$ cat src/hw/rtl/kclc_pkg.sv
// Shared types and constants for the keypad code lock controller.
// Used by kclc_cfg, kclc_core and keypad_code_lock_controller_top; no dependencies.
package kclc_pkg;

  // Input operation codes.
  localparam logic [1:0] OP_KEY       = 2'd0;
  localparam logic [1:0] OP_CHANGE    = 2'd1;
  localparam logic [1:0] OP_UNLOCK    = 2'd2;
  localparam logic [1:0] OP_ALARM_OFF = 2'd3;

  // Result status codes.
  localparam logic [3:0] ST_IGNORED  = 4'd0;
  localparam logic [3:0] ST_DIGIT    = 4'd1;
  localparam logic [3:0] ST_CORRECT  = 4'd2;
  localparam logic [3:0] ST_WRONG    = 4'd3;
  localparam logic [3:0] ST_LOCKOUT  = 4'd4;
  localparam logic [3:0] ST_NEWDIGIT = 4'd5;
  localparam logic [3:0] ST_CODESET  = 4'd6;
  localparam logic [3:0] ST_UNLOCK   = 4'd7;
  localparam logic [3:0] ST_ALARMCLR = 4'd8;

  // Configuration register indexes.
  localparam logic [3:0] REG_ATTEMPT_LIMIT = 4'd0;
  localparam logic [3:0] REG_UNLOCK_ANGLE  = 4'd1;

  // Register reset values and servo mapping constants.
  localparam int unsigned LIMIT_RESET  = 3;
  localparam int unsigned ANGLE_RESET  = 45;
  localparam int unsigned ANGLE_MAX    = 180;
  localparam int unsigned SERVO_OFFSET = 25;
  localparam int unsigned SERVO_RESET  = SERVO_OFFSET + (ANGLE_RESET * 11) / 20;

  // Default code digit for position i is ASCII '1' + (i mod 4).
  localparam logic [7:0] CODE_BASE_CHAR = 8'h31;

  // Settings seen by the core.
  typedef struct packed {
    logic [3:0] attempt_limit;
    logic [6:0] servo_value;
  } cfg_t;

  // One result transaction.
  typedef struct packed {
    logic [3:0] status;
    logic       alarm_on;
    logic       access_granted;
    logic [3:0] failed_attempts;
    logic [6:0] servo_compare;
    logic       servo_update;
  } result_t;

endpackage

$ cat src/hw/rtl/kclc_cfg.sv
// Configuration registers of the keypad code lock and the servo compare value.
// Depends on kclc_pkg.
module kclc_cfg (
  input  logic                 clk,
  input  logic                 rst,
  input  logic                 cfg_write,
  input  logic [3:0]           cfg_index,
  input  logic [9:0]           cfg_data,
  output kclc_pkg::cfg_t       cfg
);

  logic [3:0]        attempt_limit;
  logic [6:0]        servo_value;
  logic [6:0]        servo_value_next;
  logic [7:0]        clamped;
  logic [10:0]       scaled;
  logic [16:0]       quot_prod;

  // Clamp the written angle to 0..180, then 25 + floor(a*11/20). The divide by 20
  // is a shift by two followed by a divide by five done as multiply by 205 and
  // shift by ten, which is exact for all dividends below 1024.
  always_comb begin
    if (cfg_data[9]) begin
      clamped = 8'd0;
    end else if (cfg_data[8:0] > 9'(kclc_pkg::ANGLE_MAX)) begin
      clamped = 8'(kclc_pkg::ANGLE_MAX);
    end else begin
      clamped = cfg_data[7:0];
    end
    scaled           = 11'(clamped) * 11'd11;
    quot_prod        = 17'(scaled[10:2]) * 17'd205;
    servo_value_next = 7'(kclc_pkg::SERVO_OFFSET) + quot_prod[16:10];
  end

  // Register writes. The angle register is kept as its servo compare value, so
  // both registers take effect at the edge of the write.
  always_ff @(posedge clk) begin
    if (rst) begin
      attempt_limit <= 4'(kclc_pkg::LIMIT_RESET);
      servo_value   <= 7'(kclc_pkg::SERVO_RESET);
    end else if (cfg_write) begin
      if (cfg_index == kclc_pkg::REG_ATTEMPT_LIMIT) begin
        attempt_limit <= cfg_data[3:0];
      end
      if (cfg_index == kclc_pkg::REG_UNLOCK_ANGLE) begin
        servo_value <= servo_value_next;
      end
    end
  end

  assign cfg.attempt_limit = attempt_limit;
  assign cfg.servo_value   = servo_value;

endmodule

$ cat src/hw/rtl/kclc_core.sv
// Lock state and the per-item decision logic of the keypad code lock.
// Depends on kclc_pkg.
module kclc_core #(
  parameter int CODE_LENGTH = 4
) (
  input  logic                clk,
  input  logic                rst,
  input  logic                step,
  input  logic [1:0]          opcode,
  input  logic [7:0]          key_code,
  input  kclc_pkg::cfg_t      cfg,
  output kclc_pkg::result_t   result
);

  localparam int POS_W = (CODE_LENGTH > 1) ? $clog2(CODE_LENGTH) : 1;
  localparam logic [POS_W-1:0] LAST_POS = POS_W'(CODE_LENGTH - 1);

  logic [7:0]       stored_code [CODE_LENGTH];
  logic [7:0]       entry_keys  [CODE_LENGTH];
  logic [POS_W-1:0] entry_position;
  logic [POS_W-1:0] entry_position_next;
  logic [POS_W-1:0] new_code_position;
  logic [POS_W-1:0] new_code_position_next;
  logic [3:0]       failure_count;
  logic [3:0]       failure_count_next;
  logic [3:0]       failure_inc;
  logic             verified_flag;
  logic             verified_flag_next;
  logic             alarm_flag;
  logic             alarm_flag_next;
  logic             change_mode;
  logic             change_mode_next;
  logic             code_write;
  logic             entry_write;
  logic             code_match;
  logic             entry_open;
  logic [3:0]       status;

  // Full-entry compare: earlier keys come from the entry buffer, the last
  // key straight from the current item.
  always_comb begin
    code_match = (key_code == stored_code[CODE_LENGTH-1]);
    for (int i = 0; i < CODE_LENGTH - 1; i++) begin
      if (entry_keys[i] != stored_code[i]) begin
        code_match = 1'b0;
      end
    end
  end

  assign entry_open  = !verified_flag && (failure_count < cfg.attempt_limit);
  assign failure_inc = failure_count + 4'd1;

  // Decision for one item.
  always_comb begin
    entry_position_next    = entry_position;
    new_code_position_next = new_code_position;
    failure_count_next     = failure_count;
    verified_flag_next     = verified_flag;
    alarm_flag_next        = alarm_flag;
    change_mode_next       = change_mode;
    code_write             = 1'b0;
    entry_write            = 1'b0;
    status                 = kclc_pkg::ST_IGNORED;
    case (opcode)
      kclc_pkg::OP_KEY: begin
        if (change_mode) begin
          code_write = 1'b1;
          if (new_code_position == LAST_POS) begin
            new_code_position_next = '0;
            change_mode_next       = 1'b0;
            status                 = kclc_pkg::ST_CODESET;
          end else begin
            new_code_position_next = new_code_position + 1'b1;
            status                 = kclc_pkg::ST_NEWDIGIT;
          end
        end else if (entry_open) begin
          entry_write = 1'b1;
          if (entry_position == LAST_POS) begin
            entry_position_next = '0;
            if (code_match) begin
              verified_flag_next = 1'b1;
              failure_count_next = 4'd0;
              status             = kclc_pkg::ST_CORRECT;
            end else begin
              failure_count_next = failure_inc;
              if (failure_inc >= cfg.attempt_limit) begin
                alarm_flag_next = 1'b1;
                status          = kclc_pkg::ST_LOCKOUT;
              end else begin
                status = kclc_pkg::ST_WRONG;
              end
            end
          end else begin
            entry_position_next = entry_position + 1'b1;
            status              = kclc_pkg::ST_DIGIT;
          end
        end
      end
      kclc_pkg::OP_CHANGE: begin
        if (verified_flag) begin
          change_mode_next       = 1'b1;
          new_code_position_next = '0;
        end
      end
      kclc_pkg::OP_UNLOCK: begin
        if (verified_flag) begin
          status = kclc_pkg::ST_UNLOCK;
        end
      end
      kclc_pkg::OP_ALARM_OFF: begin
        alarm_flag_next    = 1'b0;
        failure_count_next = 4'd0;
        status             = kclc_pkg::ST_ALARMCLR;
      end
      default: begin
        status = kclc_pkg::ST_IGNORED;
      end
    endcase
  end

  // Control state update.
  always_ff @(posedge clk) begin
    if (rst) begin
      entry_position    <= '0;
      new_code_position <= '0;
      failure_count     <= 4'd0;
      verified_flag     <= 1'b0;
      alarm_flag        <= 1'b0;
      change_mode       <= 1'b0;
    end else if (step) begin
      entry_position    <= entry_position_next;
      new_code_position <= new_code_position_next;
      failure_count     <= failure_count_next;
      verified_flag     <= verified_flag_next;
      alarm_flag        <= alarm_flag_next;
      change_mode       <= change_mode_next;
    end
  end

  // Stored code: default digits at reset, overwritten key by key in change mode.
  always_ff @(posedge clk) begin
    if (rst) begin
      for (int i = 0; i < CODE_LENGTH; i++) begin
        stored_code[i] <= kclc_pkg::CODE_BASE_CHAR + 8'(i % 4);
      end
    end else if (step && code_write) begin
      stored_code[new_code_position] <= key_code;
    end
  end

  // Entry buffer holds the keys typed so far in this attempt.
  always_ff @(posedge clk) begin
    if (step && entry_write) begin
      entry_keys[entry_position] <= key_code;
    end
  end

  assign result.status          = status;
  assign result.alarm_on        = alarm_flag_next;
  assign result.access_granted  = verified_flag_next;
  assign result.failed_attempts = failure_count_next;
  assign result.servo_update    = (status == kclc_pkg::ST_UNLOCK);
  assign result.servo_compare   = (status == kclc_pkg::ST_UNLOCK) ? cfg.servo_value : 7'd0;

endmodule

$ cat src/hw/rtl/keypad_code_lock_controller_top.sv
// Each item passes the input register and then the result register; throughput is one
// transaction per cycle unless the result is stalled. The decision logic in kclc_core
// updates the lock state as each item moves from the input to the result register.
// Reset (rst, synchronous, active high) clears the lock state, restores the default
// code "1234", attempt limit 3 and unlock angle 45, and empties both registers.
// Depends on kclc_pkg, kclc_cfg and kclc_core.
module keypad_code_lock_controller_top #(
  parameter int CODE_LENGTH = 4
) (
  input  logic       clk,
  input  logic       rst,
  input  logic       cfg_write,
  input  logic [3:0] cfg_index,
  input  logic [9:0] cfg_data,
  input  logic       in_valid,
  output logic       in_stall,
  input  logic [1:0] opcode,
  input  logic [7:0] key_code,
  output logic       out_valid,
  input  logic       out_stall,
  output logic [3:0] status,
  output logic       alarm_on,
  output logic       access_granted,
  output logic [3:0] failed_attempts,
  output logic [6:0] servo_compare,
  output logic       servo_update
);

  kclc_pkg::cfg_t    cfg;
  kclc_pkg::result_t core_result;
  kclc_pkg::result_t result;
  logic              in_full;
  logic [1:0]        in_opcode;
  logic [7:0]        in_key;
  logic              out_full;
  logic              advance;

  kclc_cfg u_cfg (
    .clk       (clk),
    .rst       (rst),
    .cfg_write (cfg_write),
    .cfg_index (cfg_index),
    .cfg_data  (cfg_data),
    .cfg       (cfg)
  );

  kclc_core #(
    .CODE_LENGTH (CODE_LENGTH)
  ) u_core (
    .clk      (clk),
    .rst      (rst),
    .step     (advance),
    .opcode   (in_opcode),
    .key_code (in_key),
    .cfg      (cfg),
    .result   (core_result)
  );

  // An item moves on when the result register is empty or being drained.
  assign advance  = in_full && (!out_full || !out_stall);
  assign in_stall = in_full && !advance;

  // Input register.
  always_ff @(posedge clk) begin
    if (rst) begin
      in_full <= 1'b0;
    end else if (in_valid && !in_stall) begin
      in_full <= 1'b1;
    end else if (advance) begin
      in_full <= 1'b0;
    end
  end

  always_ff @(posedge clk) begin
    if (in_valid && !in_stall) begin
      in_opcode <= opcode;
      in_key    <= key_code;
    end
  end

  // Result register.
  always_ff @(posedge clk) begin
    if (rst) begin
      out_full <= 1'b0;
    end else if (advance) begin
      out_full <= 1'b1;
    end else if (!out_stall) begin
      out_full <= 1'b0;
    end
  end

  always_ff @(posedge clk) begin
    if (advance) begin
      result <= core_result;
    end
  end

  assign out_valid       = out_full;
  assign status          = result.status;
  assign alarm_on        = result.alarm_on;
  assign access_granted  = result.access_granted;
  assign failed_attempts = result.failed_attempts;
  assign servo_compare   = result.servo_compare;
  assign servo_update    = result.servo_update;

  // A servo update only comes with an unlock while access is granted.
  a_servo_unlock: assert property (@(posedge clk) disable iff (rst)
    out_valid && servo_update |-> status == kclc_pkg::ST_UNLOCK && access_granted)
    else $error("servo update without a granted unlock");

  // A lockout always raises the alarm.
  a_lockout_alarm: assert property (@(posedge clk) disable iff (rst)
    out_valid && status == kclc_pkg::ST_LOCKOUT |-> alarm_on)
    else $error("lockout reported without alarm");

  // A correct entry grants access and clears the failure count.
  a_correct_clears: assert property (@(posedge clk) disable iff (rst)
    out_valid && status == kclc_pkg::ST_CORRECT |-> access_granted && failed_attempts == 4'd0)
    else $error("correct entry left failures or no access");

  // The input side stalls only while an item waits behind a stalled result.
  a_stall_cause: assert property (@(posedge clk) disable iff (rst)
    in_stall |-> in_full && out_full && out_stall)
    else $error("input stalled without a blocked result");

  // A stalled result holds its value.
  a_result_hold: assert property (@(posedge clk) disable iff (rst)
    out_valid && out_stall |=> out_valid && $stable(result))
    else $error("stalled result changed");

endmodule

$ cat config.mk
export PLATFORM = sky130hd
export DESIGN_NAME = keypad_code_lock_controller_top
export DESIGN_NICKNAME = d
export VERILOG_FILES = /design/src/hw/rtl/kclc_pkg.sv /design/src/hw/rtl/kclc_cfg.sv /design/src/hw/rtl/kclc_core.sv /design/src/hw/rtl/keypad_code_lock_controller_top.sv
export SDC_FILE = /design/constraint.sdc
export NUM_CORES = 1
export LEC_CHECK = 0
export BUFFER_PORTS_ARGS = -buffer_cell sky130_fd_sc_hd__buf_2
export CELL_PAD_IN_SITES_DETAIL_PLACEMENT = 2
export CELL_PAD_IN_SITES_GLOBAL_PLACEMENT = 2
export CORE_AREA = 2 2 133 135
export CTS_CLUSTER_SIZE = 40
export DETAILED_ROUTE_END_ITERATION = 8
export DIE_AREA = 0 0 135 137
export HOLD_SLACK_MARGIN = 0.03
export PLACE_DENSITY = 0.8
export SLEW_MARGIN = 15
export SYNTH_ARGS = -nofsm -noshare
export SYNTH_HDL_FRONTEND = slang
export SYNTH_SLANG_ARGS = --single-unit
$ cat constraint.sdc
create_clock -name clk -period 10.8 [get_ports clk]
set_input_delay 1.08 -clock clk [delete_from_list [all_inputs] [get_ports clk]]
set_output_delay 1.08 -clock clk [all_outputs]
set_load 0.05 [all_outputs]
After elaboration in Yosys (flattened, before gate mapping)
Memory sizes are Yosys's and may differ from the RTL's.
Cells that the tools add are included.
{ "totals": {"memories": 2, "regBits": 52, "wordCells": 123, "romBits": 0, "in_bits": 29, "mem_bits_rw": 64, "latchBits": 0} }
{ "memory_table": {"columns": ["name", "words", "width", "rd", "rd_ports_with_merged_regs", "wr", "line_no", "rtl"], "rows": [
  ["u_core.entry_keys", 4, 8, 3, 0, 1, "kclc_core.sv:19", "logic [7:0] entry_keys [CODE_LENGTH];"],
  ["u_core.stored_code", 4, 8, 4, 0, 4, "kclc_core.sv:18", "logic [7:0] stored_code [CODE_LENGTH];"]
]} }
{ "op_classes": {"n_addsub": 4, "n_div": 0, "n_reduce_logical": 22, "eq_ne": 14, "mul": 2, "shift": 0, "n_lt_le_gt_ge": 3, "bitwise_logic": 1, "muxes": 57} }
{ "op_table": {"columns": ["op", "n"], "rows": [
  ["$mux W1", 33],
  ["$mux W4", 8],
  ["$mux W8", 3],
  ["$ne A8 B8 Y1", 3],
  ["$mul A9 B8 Y17 const B", 1],
  ["$mux W2", 6],
  ["$pmux W4 S3", 1],
  ["$mul A8 B4 Y11 const B", 1],
  ["$gt A9 B8 Y1 const B", 1],
  ["$eq A2 B2 Y1 const B", 4],
  ["$eq A8 B8 Y1", 1],
  ["$pmux W4 S2", 1],
  ["$reduce_and A4 Y1", 2],
  ["$reduce_or A8 Y1", 1],
  ["$add A5 B7 Y7 const A", 1],
  ["$logic_and A1 B1 Y1", 6],
  ["$mux W3", 2],
  ["$ne A2 B1 Y1 const B", 3],
  ["$logic_not A1 Y1", 5],
  ["$add A2 B1 Y2 const B", 2],
  ["$add A4 B1 Y4 const B", 1],
  ["$eq A4 B1 Y1 const B", 1],
  ["$eq A4 B3 Y1 const B", 1],
  ["$ge A4 B4 Y1", 1],
  ["other kinds (11)", 14]
]} }

Depth between registers and ports, before layout
An unclocked memory read counts as a cell.
{ "logic_depth": {"ltp_word": 11, "depth_mapped": 35} }

Modules after synthesis
From an unflattened synthesis, not the netlist that was laid out.
{ "unflattened": {"cells_unflattened": 637, "hier_area_um2": 6995.5} }
{ "by_module_without_submodules": {"columns": ["module", "cells_each", "instances", "area_per_inst_um2"], "rows": [
  ["kclc_core", 283, 1, 3458.3],
  ["kclc_cfg", 316, 1, 2610.0],
  ["keypad_code_lock_controller_top", 38, 1, 927.1]
]} }

Worst setup path before layout
No wires, ideal clock.
{ "synth_path": {"path_kind": "input to register", "start": "input port cfg_data[8]", "end": "register u_cfg.servo_value[6]", "setup_time_ns": 0.079, "n_path_buf": 0, "cell_stages": 33, "arrival_time_ns": 8.155, "setup_slack_ns": 2.566, "cell_sequence": "nand4b_1 > nor2_1 > o21ai_0 > a22oi_1 > nor2_1 > and2_1 > ha_1 > fa_1 > ha_1 > a21oi_1 > o21bai_1 > a21oi_1 > o21bai_1 > a21o_1 > a21o_1 > xnor2_1 > ha_1 > fa_1 > fa_1 > ha_1 > ha_1 > and2_1 > a311o_1 > a21oi_1 > xnor2_1 > ha_1 > nor2b_1 > o21ai_0 > o2111a_2 > a2111oi_2 > a211oi_2 > xnor2_1 > a211oi_2"} }
{ "synth_between": {"elab_chain_cells": 6} }
{ "synth_lines": {"columns": ["element", "line_no", "rtl"], "rows": [
  ["start: declaration", "keypad_code_lock_controller_top.sv:14", "input logic [9:0] cfg_data,"],
  ["$gt A9 B8 Y1", "kclc_cfg.sv:25", "end else if (cfg_data[8:0] > 9'(kclc_pkg::ANGLE_MAX)) begin"],
  ["$mux W8", "kclc_cfg.sv:25", null],
  ["$mux W8", "kclc_cfg.sv:23", "if (cfg_data[9]) begin"],
  ["$mul A8 B4 Y11", "kclc_cfg.sv:30", "scaled = 11'(clamped) * 11'd11;"],
  ["$mul A9 B8 Y17", "kclc_cfg.sv:31", "quot_prod = 17'(scaled[10:2]) * 17'd205;"],
  ["$add A5 B7 Y7", "kclc_cfg.sv:32", "servo_value_next = 7'(kclc_pkg::SERVO_OFFSET) + quot_prod[16:10];"],
  ["end signal: assignment", "kclc_cfg.sv:40", "servo_value <= 7'(kclc_pkg::SERVO_RESET);"],
  ["end signal: assignment", "kclc_cfg.sv:46", "servo_value <= servo_value_next;"],
  ["end: declaration", "kclc_cfg.sv:13", "logic [6:0] servo_value;"]
]} }
Every way passes these cells.
A chain may end at the register's enable or synchronous reset.

Worst setup path in the final report
Ends and elaborated chain as after synthesis.

==> impl_metrics.tcl <==
set metrics [dict create \
    clk_latency_ns 0.36 \
    syn-cell-area_mm2 0.00684 \
    track_usage_pct 21.3 \
    p_sw_share_pct 46.7 \
    end_kind "register" \
    diodes 0 \
    critPathMaxFanout 5 \
    p_leak_nw 3.32 \
    drive_gt1_share_pct 13.5 \
    p_int_w 0.00138 \
    reg2reg_slack_ns 7.44 \
    die-area_mm2 0.0185 \
    firstDrtPassIters 4 \
    clk_path_buf_depth 2 \
    vias 4762 \
    powerDensity_mw_per_mm2 338 \
    vdd_ir_drop_max_v 0.000308 \
    startpoint_type "input port" \
    slew_headroom_pct 36.6 \
    slew_viol_final 0 \
    ys_seq_area_share_pct 43.9 \
    rsz0062_at_grt "no" \
    p_seq_share_pct 18.3 \
    setup.worst_path.end "u_cfg.servo_value[6]$_SDFFE_PP0P_" \
    die_y_um 137 \
    numCtsBuffers 9 \
    path_class "in -> reg" \
    reg2reg_to "servo_compare[5]$_SDFFCE_PN0P_" \
    syn-mean-instance-area_um2 11.3 \
    grt-ovfl-total 0 \
    yosys.cell_types.count 64 \
    routed_wl_um 18700 \
    start_util_pct 40.1 \
    reg2reg_depth 9 \
    min_path_type "reg -> reg" \
    grt_max_degree 34 \
    drc 0 \
    antenna_left 0 \
    yosysWarnings 0 \
    clkSlewWorstSetupHoldPaths_ns 0.07 \
    die_x_um 135 \
    cts_tree "yes" \
    syn_nets 738 \
    synth_seq_cells 108 \
    cts_resized 0 \
    dr.first_iter.drc_count 160 \
    clkSinkCount 108 \
    fmax_mhz 111 \
    synth-edff-count 84 \
    wl_per_cell_um 20.9 \
    viasPerCell 5.33 \
    critPathSlowestCell "fa_1" \
    root_buffer "clkbuf_16" \
    power_frac_clock_pct 12.6 \
    cts_setup_buffers 0 \
    area_growth_pct 12.3 \
    finish.utilization_pct 45.1 \
    combinationalPowerShare_pct 69.1 \
    portBuffers 48 \
    required_ns 11.01 \
    htree_levels 3 \
    postCtsHoldBufs 0 \
    hpwl_um 14700 \
    synthFlopType "edfxtp_1" \
    tightest_slew_ns 0.944 \
    hold_viol 0 \
    antenna_found_initial 0 \
    grt_pass1_wl_um 29800 \
    layout.nets 793 \
    pin_count 49 \
    grt_pass1_vias 5489 \
    cp_data_arrival_time_ns 9.24 \
    fin_crit_ns 9.03 \
    crit_path_max_incr_delay_ns 0.49 \
    reg2reg_from "in_key[2]$_DFFE_PP_" \
    coreArea_mm2 0.0171 \
    syn_inst 608 \
    async_flop_share_pct 0 \
    finClkSkew_ns 0.00855 \
    setup_viol 0 \
    status "finished, final reports clean" \
    fin_crit_sh_pct 83.6 \
    crit_top_cell "ha_1" \
    fp-row-count 48 \
    routabilityCongestion 0.803 \
    fin_setup_tns_ns 0 \
    finalPower_w 0.00260 \
    power_switching_w 0.00121 \
    cp-startpoint "cfg_data[8]" \
    drv_cap 0 \
]
==> how the worst min path moves through the flow <==
| stage | startpoint | end | slack, ns | depth (start not counted) |
|---|---|---|---|---|
| floorplan | u_cfg.servo_value[1]$_SDFFE_PP0P_ | u_cfg.servo_value[1]$_SDFFE_PP0P_ | 0.44 | 2 |
| global placement | u_cfg.servo_value[1]$_SDFFE_PP0P_ | u_cfg.servo_value[1]$_SDFFE_PP0P_ | 0.45 | 2 |
| detailed placement | u_cfg.servo_value[0]$_SDFFE_PP1P_ | u_cfg.servo_value[0]$_SDFFE_PP1P_ | 0.48 | 2 |
| CTS | u_cfg.servo_value[1]$_SDFFE_PP0P_ | u_cfg.servo_value[1]$_SDFFE_PP0P_ | 0.49 | 2 |
| global route | u_cfg.servo_value[1]$_SDFFE_PP0P_ | u_cfg.servo_value[1]$_SDFFE_PP0P_ | 0.52 | 2 |
| finish | u_cfg.servo_value[1]$_SDFFE_PP0P_ | u_cfg.servo_value[1]$_SDFFE_PP0P_ | 0.48 | 2 |
==> critical path: cells and delay by family <==
| kind | cells | cell delay [ns] |
|---|---|---|
| buffers and inverters | 1 | 0.12 |
| XOR/XNOR | 3 | 0.80 |
| adder cells (fa/ha/maj) | 9 | 3.41 |
| AO/OA/AOI/OAI | 15 | 2.78 |
| AND/OR/NAND/NOR | 6 | 1.05 |
==> synth_stat cells (2+ instances only) <==
library cell	instances	area, um^2
nor2_1	47	176
nor4b_1	3	26.3
a2111oi_2	2	30.0
or3_1	8	50.1
nor3_1	6	30.0
dfxtp_1	24	480
o21bai_1	6	45.0
xor2_1	41	359
a21o_1	8	60.1
xnor2_1	15	131
a22oi_1	5	37.5
nand4_1	4	25.0
fa_1	18	360
nor2b_1	6	37.5
ha_1	83	1040
a211oi_1	8	60.1
and3_1	6	37.5
nand3_1	5	25.0
nor4_1	12	75.1
or2_2	5	31.3
a22o_1	2	17.5
a21oi_1	17	85.1
a211oi_2	2	25.0
o21ai_1	3	15.0
inv_1	66	248
nand2b_1	16	100
mux2i_1	6	60.1
o21ai_0	11	55.1
clkbuf_1	8	30.0
nand2_1	19	71.3
edfxtp_1	84	2520
and2_1	27	169
o211ai_1	4	30.0
==> placed cells by master, fill, tap and decap left out, types with 5 or more instances in the layout <==
master     instances
fa_1              18
and2_1            27
or2_2              5
edfxtp_1          84
a22oi_1            5
a211oi_1           8
dfxtp_1           24
a21oi_1           17
o21ai_0           10
ha_1              83
nor2b_1            6
nor2_1            47
nand2b_1          16
buf_2             48
and3_1             6
nand3_1            5
xor2_1            41
o21bai_1           6
clkbuf_16          9
or3_1              8
xnor2_1           15
nor3_1             6
inv_1             66
mux2i_1            6
nand2_1           19
buf_4              6
a21o_1             8
nor4_1            11
==> registers in the layout, indices dropped and copies added, names as in the netlist, 2 cells and up <==
name	cells
u_core.entry_position	2
u_core.entry_keys	24
u_cfg.attempt_limit	4
u_cfg.servo_value	7
in_key	8
u_core.new_code_position	2
in_opcode	2
servo_compare	7
u_core.failure_count	4
status	4
failed_attempts	4
u_core.stored_code	32
==> metal layers <==
metal	vias up	global-route usage (%)	share of wire, %
met5	-	0	0
met4	0	8.04	2.8
met3	38	3.00	2.6
met2	78	41.5	55
met1	2397	23.3	39
li1	2249	-	-
==> power groups by stage <==
stage	Sequential (W)	Clock, W	Combinational, W
4_1_cts	0.000475	0.000334	0.00182
5_1_grt	0.000477	0.000350	0.00202
3_3_place_gp	0.000482	0	0.00167
2_1_floorplan	0.000489	0	0.00136
3_5_place_dp	0.000484	0	0.00179
6_report	0.000474	0.000328	0.00180
==> final cells by class <==
type | count | area (um^2)
clock buffers | 9 | 225
clock inverters | 7 | 68.8
fillers | 1783 | 9370
inverters | 66 | 248
multi-input cells | 424 | 3570
flip-flops and latches | 108 | 3000
well taps | 225 | 282
repair buffers | 54 | 285
==> stage by stage <==
stage               cell area, um^2  std cells  hold slack, ns  setup slack, ns
floorplan                      6840        608           0.436             2.57
global placement               7390        877           0.450             2.07
detailed placement             7390        877           0.477             1.37
CTS                            7680        893           0.486             1.74
global route                   7680        893           0.523             1.21
finish                         7680        893           0.479             1.77
==> logic make-up (layout without fill, tap and decap cells) <==
kind of cell / Yosys count / in the layout / share of synthesized area [%]
muxes: 7 / 7 / 1.04
adders and majority gates: 101 / 101 / 20.4
xor gates and xnor gates: 57 / 57 / 7.41
and+or+nand+nor: 173 / 173 / 13.6
DFF: 108 / 108 / 43.9
AOI/OAI and AO/OA: 86 / 86 / 9.34
buffers and inverters: 76 / 136 / 4.24
(Power assumes the default switching activity.)
